File: config.mk
export PLATFORM = sky130hd
export DESIGN_NAME = key_edge_toggle_cooldown_top
export DESIGN_NICKNAME = d
export VERILOG_FILES = /design/src/design/ketc_pkg.sv /design/src/design/ketc_key_ram.sv /design/src/design/ketc_mouse_unit.sv /design/src/design/key_edge_toggle_cooldown_top.sv
export SDC_FILE = /design/constraint.sdc
export NUM_CORES = 2
export LEC_CHECK = 0
export BUFFER_PORTS_ARGS = -buffer_cell sky130_fd_sc_hd__buf_2
export CAP_MARGIN = 5
export CELL_PAD_IN_SITES_DETAIL_PLACEMENT = 1
export CELL_PAD_IN_SITES_GLOBAL_PLACEMENT = 1
export CORE_MARGIN = 5
export CORE_UTILIZATION = 51
export CTS_CLUSTER_DIAMETER = 40
export DETAILED_ROUTE_END_ITERATION = 8
export PLACE_DENSITY_LB_ADDON = 0.08
export SYNTH_ARGS = -nofsm -noshare
export SYNTH_HDL_FRONTEND = slang
export SYNTH_HIERARCHICAL = 1
export SYNTH_MEMORY_MAX_BITS = 65536
export SYNTH_SLANG_ARGS = --single-unit
File: constraint.sdc
create_clock -name clk -period 21 [get_ports clk]
set_input_delay 0 -clock clk [delete_from_list [all_inputs] [get_ports clk]]
set_output_delay 0 -clock clk [all_outputs]
set_load 0.03 [all_outputs]
File: src/design/ketc_pkg.sv
// ketc_pkg: item types, per-key entry type and fixed widths of the key qualifier
// depends on nothing
`timescale 1ns / 1ps
`default_nettype none

package ketc_pkg;

	localparam int TIME_BITS = 32;
	localparam int CFG_W     = 32;
	localparam int KEY_IDX_W = 7;
	localparam int MASK_W    = 5;
	localparam int BTN_IDX_W = 3;

	localparam logic FUNC_KEY   = 1'b0;
	localparam logic FUNC_MOUSE = 1'b1;

	typedef struct packed {
		logic                 func;
		logic [KEY_IDX_W-1:0] key_index;
		logic                 key_down;
		logic [MASK_W-1:0]    button_mask;
		logic [TIME_BITS-1:0] time_now;
	} in_item_t;

	typedef struct packed {
		logic                 key_rising;
		logic                 key_toggled;
		logic                 key_held;
		logic                 mouse_clicked;
		logic [BTN_IDX_W-1:0] mouse_button;
	} out_item_t;

	typedef struct packed {
		logic                 level;
		logic                 toggle;
		logic [TIME_BITS-1:0] stamp;
	} key_entry_t;

	typedef struct packed {
		logic                 clicked;
		logic [BTN_IDX_W-1:0] button;
	} mouse_res_t;

endpackage

`default_nettype wire

File: src/design/ketc_key_ram.sv
// ketc_key_ram: per-key state memory, one read and one write port, registered read
// depends on ketc_pkg; entries read as zero until first written, with write-to-read bypass
`timescale 1ns / 1ps
`default_nettype none

module ketc_key_ram
	import ketc_pkg::*;
#(
	parameter int DEPTH = 128,
	parameter int AW    = 7
) (
	input  wire logic          clk,
	input  wire logic          arst_n,
	input  wire logic          rd_en,
	input  wire logic [AW-1:0] rd_addr,
	input  wire logic          wr_en,
	input  wire logic [AW-1:0] wr_addr,
	input  wire key_entry_t    wr_data,
	output key_entry_t         rd_data
);

	key_entry_t mem [DEPTH];
	logic [DEPTH-1:0] vld_q;

	key_entry_t mem_rd_q;
	key_entry_t byp_data_q;
	logic       byp_q;
	logic       rd_vld_q;

	always_ff @(posedge clk) begin
		if (wr_en) begin
			mem[wr_addr] <= wr_data;
		end
	end

	always_ff @(posedge clk) begin
		if (rd_en) begin
			mem_rd_q   <= mem[rd_addr];
			byp_data_q <= wr_data;
		end
	end

	always_ff @(posedge clk or negedge arst_n) begin
		if (!arst_n) begin
			vld_q    <= '0;
			byp_q    <= 1'b0;
			rd_vld_q <= 1'b0;
		end else begin
			if (wr_en) begin
				vld_q[wr_addr] <= 1'b1;
			end
			if (rd_en) begin
				byp_q    <= wr_en && (wr_addr == rd_addr);
				rd_vld_q <= vld_q[rd_addr];
			end
		end
	end

	always_comb begin
		if (byp_q) begin
			rd_data = byp_data_q;
		end else if (rd_vld_q) begin
			rd_data = mem_rd_q;
		end else begin
			rd_data = '0;
		end
	end

endmodule

`default_nettype wire

File: src/design/ketc_mouse_unit.sv
// ketc_mouse_unit: button scan with global click cooldown and stored mouse state
// depends on ketc_pkg
`timescale 1ns / 1ps
`default_nettype none

module ketc_mouse_unit
	import ketc_pkg::*;
#(
	parameter int NUM_BUTTONS = 5
) (
	input  wire logic                 clk,
	input  wire logic                 arst_n,
	input  wire logic                 sel,
	input  wire logic                 commit,
	input  wire logic [MASK_W-1:0]    button_mask,
	input  wire logic [TIME_BITS-1:0] time_now,
	input  wire logic [CFG_W-1:0]     cooldown,
	output mouse_res_t                res
);

	localparam int NB = (NUM_BUTTONS < MASK_W) ? NUM_BUTTONS : MASK_W;

	logic [NB-1:0]        lvl_q;
	logic [TIME_BITS-1:0] last_q;
	logic [BTN_IDX_W-1:0] idx_q;

	logic [TIME_BITS-1:0] elapsed;
	logic                 passed;
	logic                 found;
	logic [BTN_IDX_W-1:0] hit_idx;
	logic [NB-1:0]        new_lvl;

	assign elapsed = time_now - last_q;
	assign passed  = TIME_BITS'(elapsed) > TIME_BITS'(cooldown);

	// scan stops at the first accepted rising button
	always_comb begin
		found   = 1'b0;
		hit_idx = idx_q;
		new_lvl = lvl_q;
		for (int b = 0; b < NB; b++) begin
			if (!found) begin
				new_lvl[b] = button_mask[b];
				if (button_mask[b] && !lvl_q[b] && passed) begin
					found   = 1'b1;
					hit_idx = BTN_IDX_W'(b);
				end
			end
		end
	end

	always_ff @(posedge clk or negedge arst_n) begin
		if (!arst_n) begin
			lvl_q  <= '0;
			last_q <= '0;
			idx_q  <= '0;
		end else if (commit) begin
			lvl_q <= new_lvl;
			if (found) begin
				last_q <= time_now;
				idx_q  <= hit_idx;
			end
		end
	end

	assign res.clicked = sel && found;
	assign res.button  = (sel && found) ? hit_idx : idx_q;

endmodule

`default_nettype wire

File: src/design/key_edge_toggle_cooldown_top.sv
// pipeline: an accepted item moves from s1 (s1_valid_q) to out_valid_q, which drives out_valid
// throughput: one item per cycle while not stalled; per-key state read at accept, written
// back from s1, with a bypass in the key memory for back-to-back items on the same key
// reset: clears pipeline valids, cooldown, mouse state and the per-key valid bits at once;
// no clearing pass, items are taken as soon as reset is released
`timescale 1ns / 1ps
`default_nettype none

module key_edge_toggle_cooldown_top
	import ketc_pkg::*;
#(
	parameter int NUM_KEYS    = 128,
	parameter int NUM_BUTTONS = 5
) (
	input  wire logic             clk,
	input  wire logic             arst_n,
	input  wire logic             cfg_wr_en,
	input  wire logic [CFG_W-1:0] cfg_wr_data,
	input  wire logic             in_valid,
	output logic                  in_stall,
	input  wire in_item_t         in_data,
	output logic                  out_valid,
	input  wire logic             out_stall,
	output out_item_t             out_data
);

	localparam int AW = (NUM_KEYS > 1) ? $clog2(NUM_KEYS) : 1;

	logic [CFG_W-1:0] cooldown_q;

	logic      s1_valid_q;
	in_item_t  s1_item_s1;
	logic      out_valid_q;
	out_item_t out_item_q;

	logic       adv;
	logic       accept;
	logic [AW-1:0] rd_addr;
	logic [AW-1:0] wr_addr;
	logic       in_range;
	logic       wr_en;
	key_entry_t ent;
	key_entry_t new_ent;
	logic [TIME_BITS-1:0] elapsed;
	logic       rising;
	logic       flip;
	logic       is_mouse;
	mouse_res_t mres;
	out_item_t  res;

	always_ff @(posedge clk or negedge arst_n) begin
		if (!arst_n) begin
			cooldown_q <= '0;
		end else if (cfg_wr_en) begin
			cooldown_q <= cfg_wr_data;
		end
	end

	assign adv      = !out_valid_q || !out_stall;
	assign in_stall = s1_valid_q && !adv;
	assign accept   = in_valid && !in_stall;

	assign rd_addr  = AW'({{AW{1'b0}}, in_data.key_index});
	assign wr_addr  = AW'({{AW{1'b0}}, s1_item_s1.key_index});
	assign in_range = 32'(s1_item_s1.key_index) < NUM_KEYS;
	assign is_mouse = s1_item_s1.func == FUNC_MOUSE;

	ketc_key_ram #(
		.DEPTH (NUM_KEYS),
		.AW    (AW)
	) u_ram (
		.clk     (clk),
		.arst_n  (arst_n),
		.rd_en   (accept),
		.rd_addr (rd_addr),
		.wr_en   (wr_en),
		.wr_addr (wr_addr),
		.wr_data (new_ent),
		.rd_data (ent)
	);

	ketc_mouse_unit #(
		.NUM_BUTTONS (NUM_BUTTONS)
	) u_mouse (
		.clk         (clk),
		.arst_n      (arst_n),
		.sel         (is_mouse),
		.commit      (adv && s1_valid_q && is_mouse),
		.button_mask (s1_item_s1.button_mask),
		.time_now    (s1_item_s1.time_now),
		.cooldown    (cooldown_q),
		.res         (mres)
	);

	// key read-modify-write
	assign elapsed = s1_item_s1.time_now - ent.stamp;
	assign rising  = in_range && s1_item_s1.key_down && !ent.level;
	assign flip    = rising && (TIME_BITS'(elapsed) > TIME_BITS'(cooldown_q));

	always_comb begin
		new_ent.level  = s1_item_s1.key_down;
		new_ent.toggle = ent.toggle ^ flip;
		new_ent.stamp  = flip ? s1_item_s1.time_now : ent.stamp;
	end

	assign wr_en = adv && s1_valid_q && !is_mouse && in_range;

	always_comb begin
		res.mouse_button = mres.button;
		if (is_mouse) begin
			res.key_rising    = 1'b0;
			res.key_toggled   = 1'b0;
			res.key_held      = 1'b0;
			res.mouse_clicked = mres.clicked;
		end else begin
			res.key_rising    = rising;
			res.key_toggled   = in_range && new_ent.toggle;
			res.key_held      = s1_item_s1.key_down;
			res.mouse_clicked = 1'b0;
		end
	end

	always_ff @(posedge clk) begin
		if (accept) begin
			s1_item_s1 <= in_data;
		end
		if (adv && s1_valid_q) begin
			out_item_q <= res;
		end
	end

	always_ff @(posedge clk or negedge arst_n) begin
		if (!arst_n) begin
			s1_valid_q  <= 1'b0;
			out_valid_q <= 1'b0;
		end else begin
			if (!in_stall) begin
				s1_valid_q <= in_valid;
			end
			if (adv) begin
				out_valid_q <= s1_valid_q;
			end
		end
	end

	assign out_valid = out_valid_q;
	assign out_data  = out_item_q;

endmodule

`default_nettype wire

==> results.sh <==
export IMPL_hp_class="primary input to flop"
export IMPL_finalCritPeriodShare_pct=42.9
export IMPL_violations="max-capacitance violations, max-slew violations"
export IMPL_clockBufferDepth=4
export IMPL_synthCells=7970
export IMPL_die_x_um=608
export IMPL_area_growth_pct=17.0
export IMPL_ys_flop_type="edfxtp_1"
export IMPL_vdd_drop_max_mv=0.0848
export IMPL_start_util_pct=51.2
export IMPL_drive_gt1_share_pct=33.6
export IMPL_async_flop_share_pct=4.36
export IMPL_p_leak_nw=70.3
export IMPL_rows=219
export IMPL_antenna_found_initial=23
export IMPL_first_iter_violations=13200
export IMPL_ctsHtreeMaxLevel=6
export IMPL_p_per_area_nw_per_um2=111
export IMPL_clock_sinks=4677
export IMPL_grt_first_pass_wirelength_um=785000
export IMPL_synth_seq_area_share_pct=76.5
export IMPL_tns_ns=0
export IMPL_cpMostUsedCell="buf_4"
export IMPL_clk_pin_slew_worst_paths_ns=0.06
export IMPL_layout_nets=8990
export IMPL_met3_length_um=55400
export IMPL_cpPeakStageDelay_ns=0.76
export IMPL_yosysWarningCount=6
export IMPL_start_kind="flop"
export IMPL_min_from="in_data[42]"
export IMPL_fp_dieH_um=608
export IMPL_slew_viol_final=4
export IMPL_cts_buffers=594
export IMPL_gp_congestion=0.844
export IMPL_status="finished, violations left"
export IMPL_drv_cap=2
export IMPL_period_minus_slack_ns=9.01
export IMPL_slew_headroom_pct=-2.14
export IMPL_insertion_delay_ns=1.06
export IMPL_critPathSlowestCell="buf_4"
export IMPL_ioPinCount=92
export IMPL_io_buffers=91
export IMPL_avgViaCountPerCell=6.66
export IMPL_r2r_start="u_ram/byp_q$_DFFE_PN0P_"
export IMPL_whs_endpoint="wr_addr[4]$_DFFE_PP_"
export IMPL_grt_max_degree=130
export IMPL_r2r_slack_ns=11.99
export IMPL_grt_overflow=0
export IMPL_ys_types=81
export IMPL_crit_type="flop to flop"
export IMPL_synth_common_cells="edfxtp_1, mux4_2, dfrtp_1"
export IMPL_grt_util_all_layers_pct=30.5
export IMPL_skew_ns=0.0589
export IMPL_synth_top_area_share_pct=73.7
export IMPL_syn_nets=8181
export IMPL_cts_resized=0
export IMPL_clockRootBuffer="clkbuf_16"
export IMPL_avgSynthCellArea_um2=22.9
export IMPL_cts_setup_buffers=0
export IMPL_drt_pre_antenna_iters=5
export IMPL_met2_length_um=269000
export IMPL_synth_edf_count=4473
export IMPL_core_area_um2=356000
export IMPL_wirelength_um=566000
export IMPL_final_antenna_net_count=0
export IMPL_synth_area_leaders="edfxtp_1, mux4_2, dfrtp_1"
export IMPL_crit_fanout=65
export IMPL_wl_met1_um=220000
export IMPL_rr_worst_depth=26
export IMPL_synth_top_cell_by_area="edfxtp_1"
export IMPL_yosysMostFrequentCell="edfxtp_1"
export IMPL_rsz0062_at_grt="no"
export IMPL_maxUsedRoutingLayer="met5"
export IMPL_final_setup_viol_count=0
export IMPL_hold_viol_final=0
export IMPL_hold_buffers=218
export IMPL_r2r_end="u_ram/mem[86][26]$_DFFE_PP_"
export IMPL_dp_hpwl_um=298000
export IMPL_synth_seq_cells=4677
export IMPL_hold_depth=2
export IMPL_utilization_pct=59.9
export IMPL_grt_pass1_vias=95500
export IMPL_drc=0
export IMPL_cts_tree="yes"
export IMPL_wl_per_cell_um=40.3
export IMPL_fmax_mhz=111
export IMPL_arrival_ns=9.71
export IMPL_synthesis_area_um2=182000
export IMPL_dieArea_um2=370000
export IMPL_endpoint_kind="flop"
export IMPL_worst_pin_slew_ns=1.53
export IMPL_vias=93400
export IMPL_required_ns=21.69
==> kinds of logic (layout without fill, tap and decap cells) <==
| kind of cell | count (synthesis) | count (layout) | share of synthesized area (%) |
|---|---|---|---|
| adder cells (fa/ha/maj) | 128 | 128 | 0.887 |
| other | 0 | 10 | 0 |
| flip-flops | 4677 | 4677 | 76.5 |
| AO/OA/AOI/OAI | 481 | 481 | 1.76 |
| AND/OR/NAND/NOR | 621 | 621 | 1.71 |
| multiplexers | 1449 | 1449 | 17.6 |
| XOR/XNOR | 65 | 65 | 0.312 |
| buffers and inverters | 549 | 1848 | 1.29 |
==> report_power, final <==
| part | internal, mW | switching, mW | leakage, nW | total, mW |
|---|---|---|---|---|
| clock network | 6.27 | 4.05 | 9.71 | 10.3 |
| registers | 10.9 | 0.0608 | 44.0 | 11.0 |
| logic | 0.764 | 1.58 | 16.6 | 2.34 |
==> per-layer routing <==
layer	vias up	global-route usage, %
met5	-	0
met4	14	10.1
met3	1051	6.19
met2	5255	47.9
met1	51600	43.6
li1	35500	-
==> area by class of cell <==
class                      instances  area [um2]
inverter                         157         597
clock inverter                   396        4480
timing repair buffer             605        5040
antenna                           10        25.0
fill                           28700      143000
sequential                      4677      139000
tap                             4751        5940
clock buffer                     690       15700
multi-input combinational       2744       42000
==> flip-flops by register name, indices dropped and copies added (netlist names), 5 cells and up <==
signal and cells:
s1_item_s1 37, u_mouse/last_q 32, u_ram/byp_data_q 34, u_ram/vld_q 128, out_data 7, u_mouse/lvl_q 5, cooldown_q 32, u_ram/mem_rd_q 34
u_ram/mem 4352, wr_addr 7
==> metrics by stage <==
stage / setup WS [ns] / hold slack [ns] / power, mW / instance area, um2 / std cells
3_3_place_gp: 12.09 / 0.101 / 13.3 / 191000 / 12700
6_report: 11.99 / 0.103 / 23.6 / 213000 / 14000
5_1_grt: 11.50 / 0.0767 / 24.4 / 213000 / 14000
3_5_place_dp: 12.02 / 0.103 / 13.4 / 191000 / 12700
4_1_cts: 12.00 / 0.0176 / 23.7 / 213000 / 14000
2_1_floorplan: 10.04 / -0.296 / 12.7 / 182000 / 7970
==> layout by cell type (no fill, tap or decap), types with 71 or more instances in the layout <==
cell type and n:
dlygate4sd3_1 217, edfxtp_1 4473, clkinv_2 71, clkbuf_16 611, buf_4 283, mux4_2 1386, inv_1 156, nor2_4 128
buf_2 89, nand2_1 116, or2_2 130, ha_1 126, dfrtp_1 204, o22ai_1 118
==> worst max-delay path, delay by kind of cell (launching register included) <==
kind            cells  cell delay, ns
flops               1            0.36
xor+xnor            1            0.18
compound gates     10            2.95
simple gates        6            0.92
buf+inv             7            3.25
fa+ha+maj           2            0.73
==> worst max path at each step <==
stage | startpoint | to | slack (ns)
final | u_ram/byp_q$_DFFE_PN0P_ | u_ram/mem[86][26]$_DFFE_PP_ | 11.99
after global routing | u_ram/byp_q$_DFFE_PN0P_ | u_ram/mem[86][26]$_DFFE_PP_ | 11.50
after CTS | u_ram/byp_q$_DFFE_PN0P_ | u_ram/mem[86][26]$_DFFE_PP_ | 12.00
after detailed placement | u_ram/byp_q$_DFFE_PN0P_ | u_ram/mem[72][26]$_DFFE_PP_ | 12.02
after global placement | u_ram/byp_q$_DFFE_PN0P_ | u_ram/mem[88][32]$_DFFE_PP_ | 12.09
after floorplan | u_ram/byp_q$_DFFE_PN0P_ | u_ram/byp_data_q[10]$_DFFE_PP_ | 10.04
Note: power is estimated with default switching activity, not from simulation.
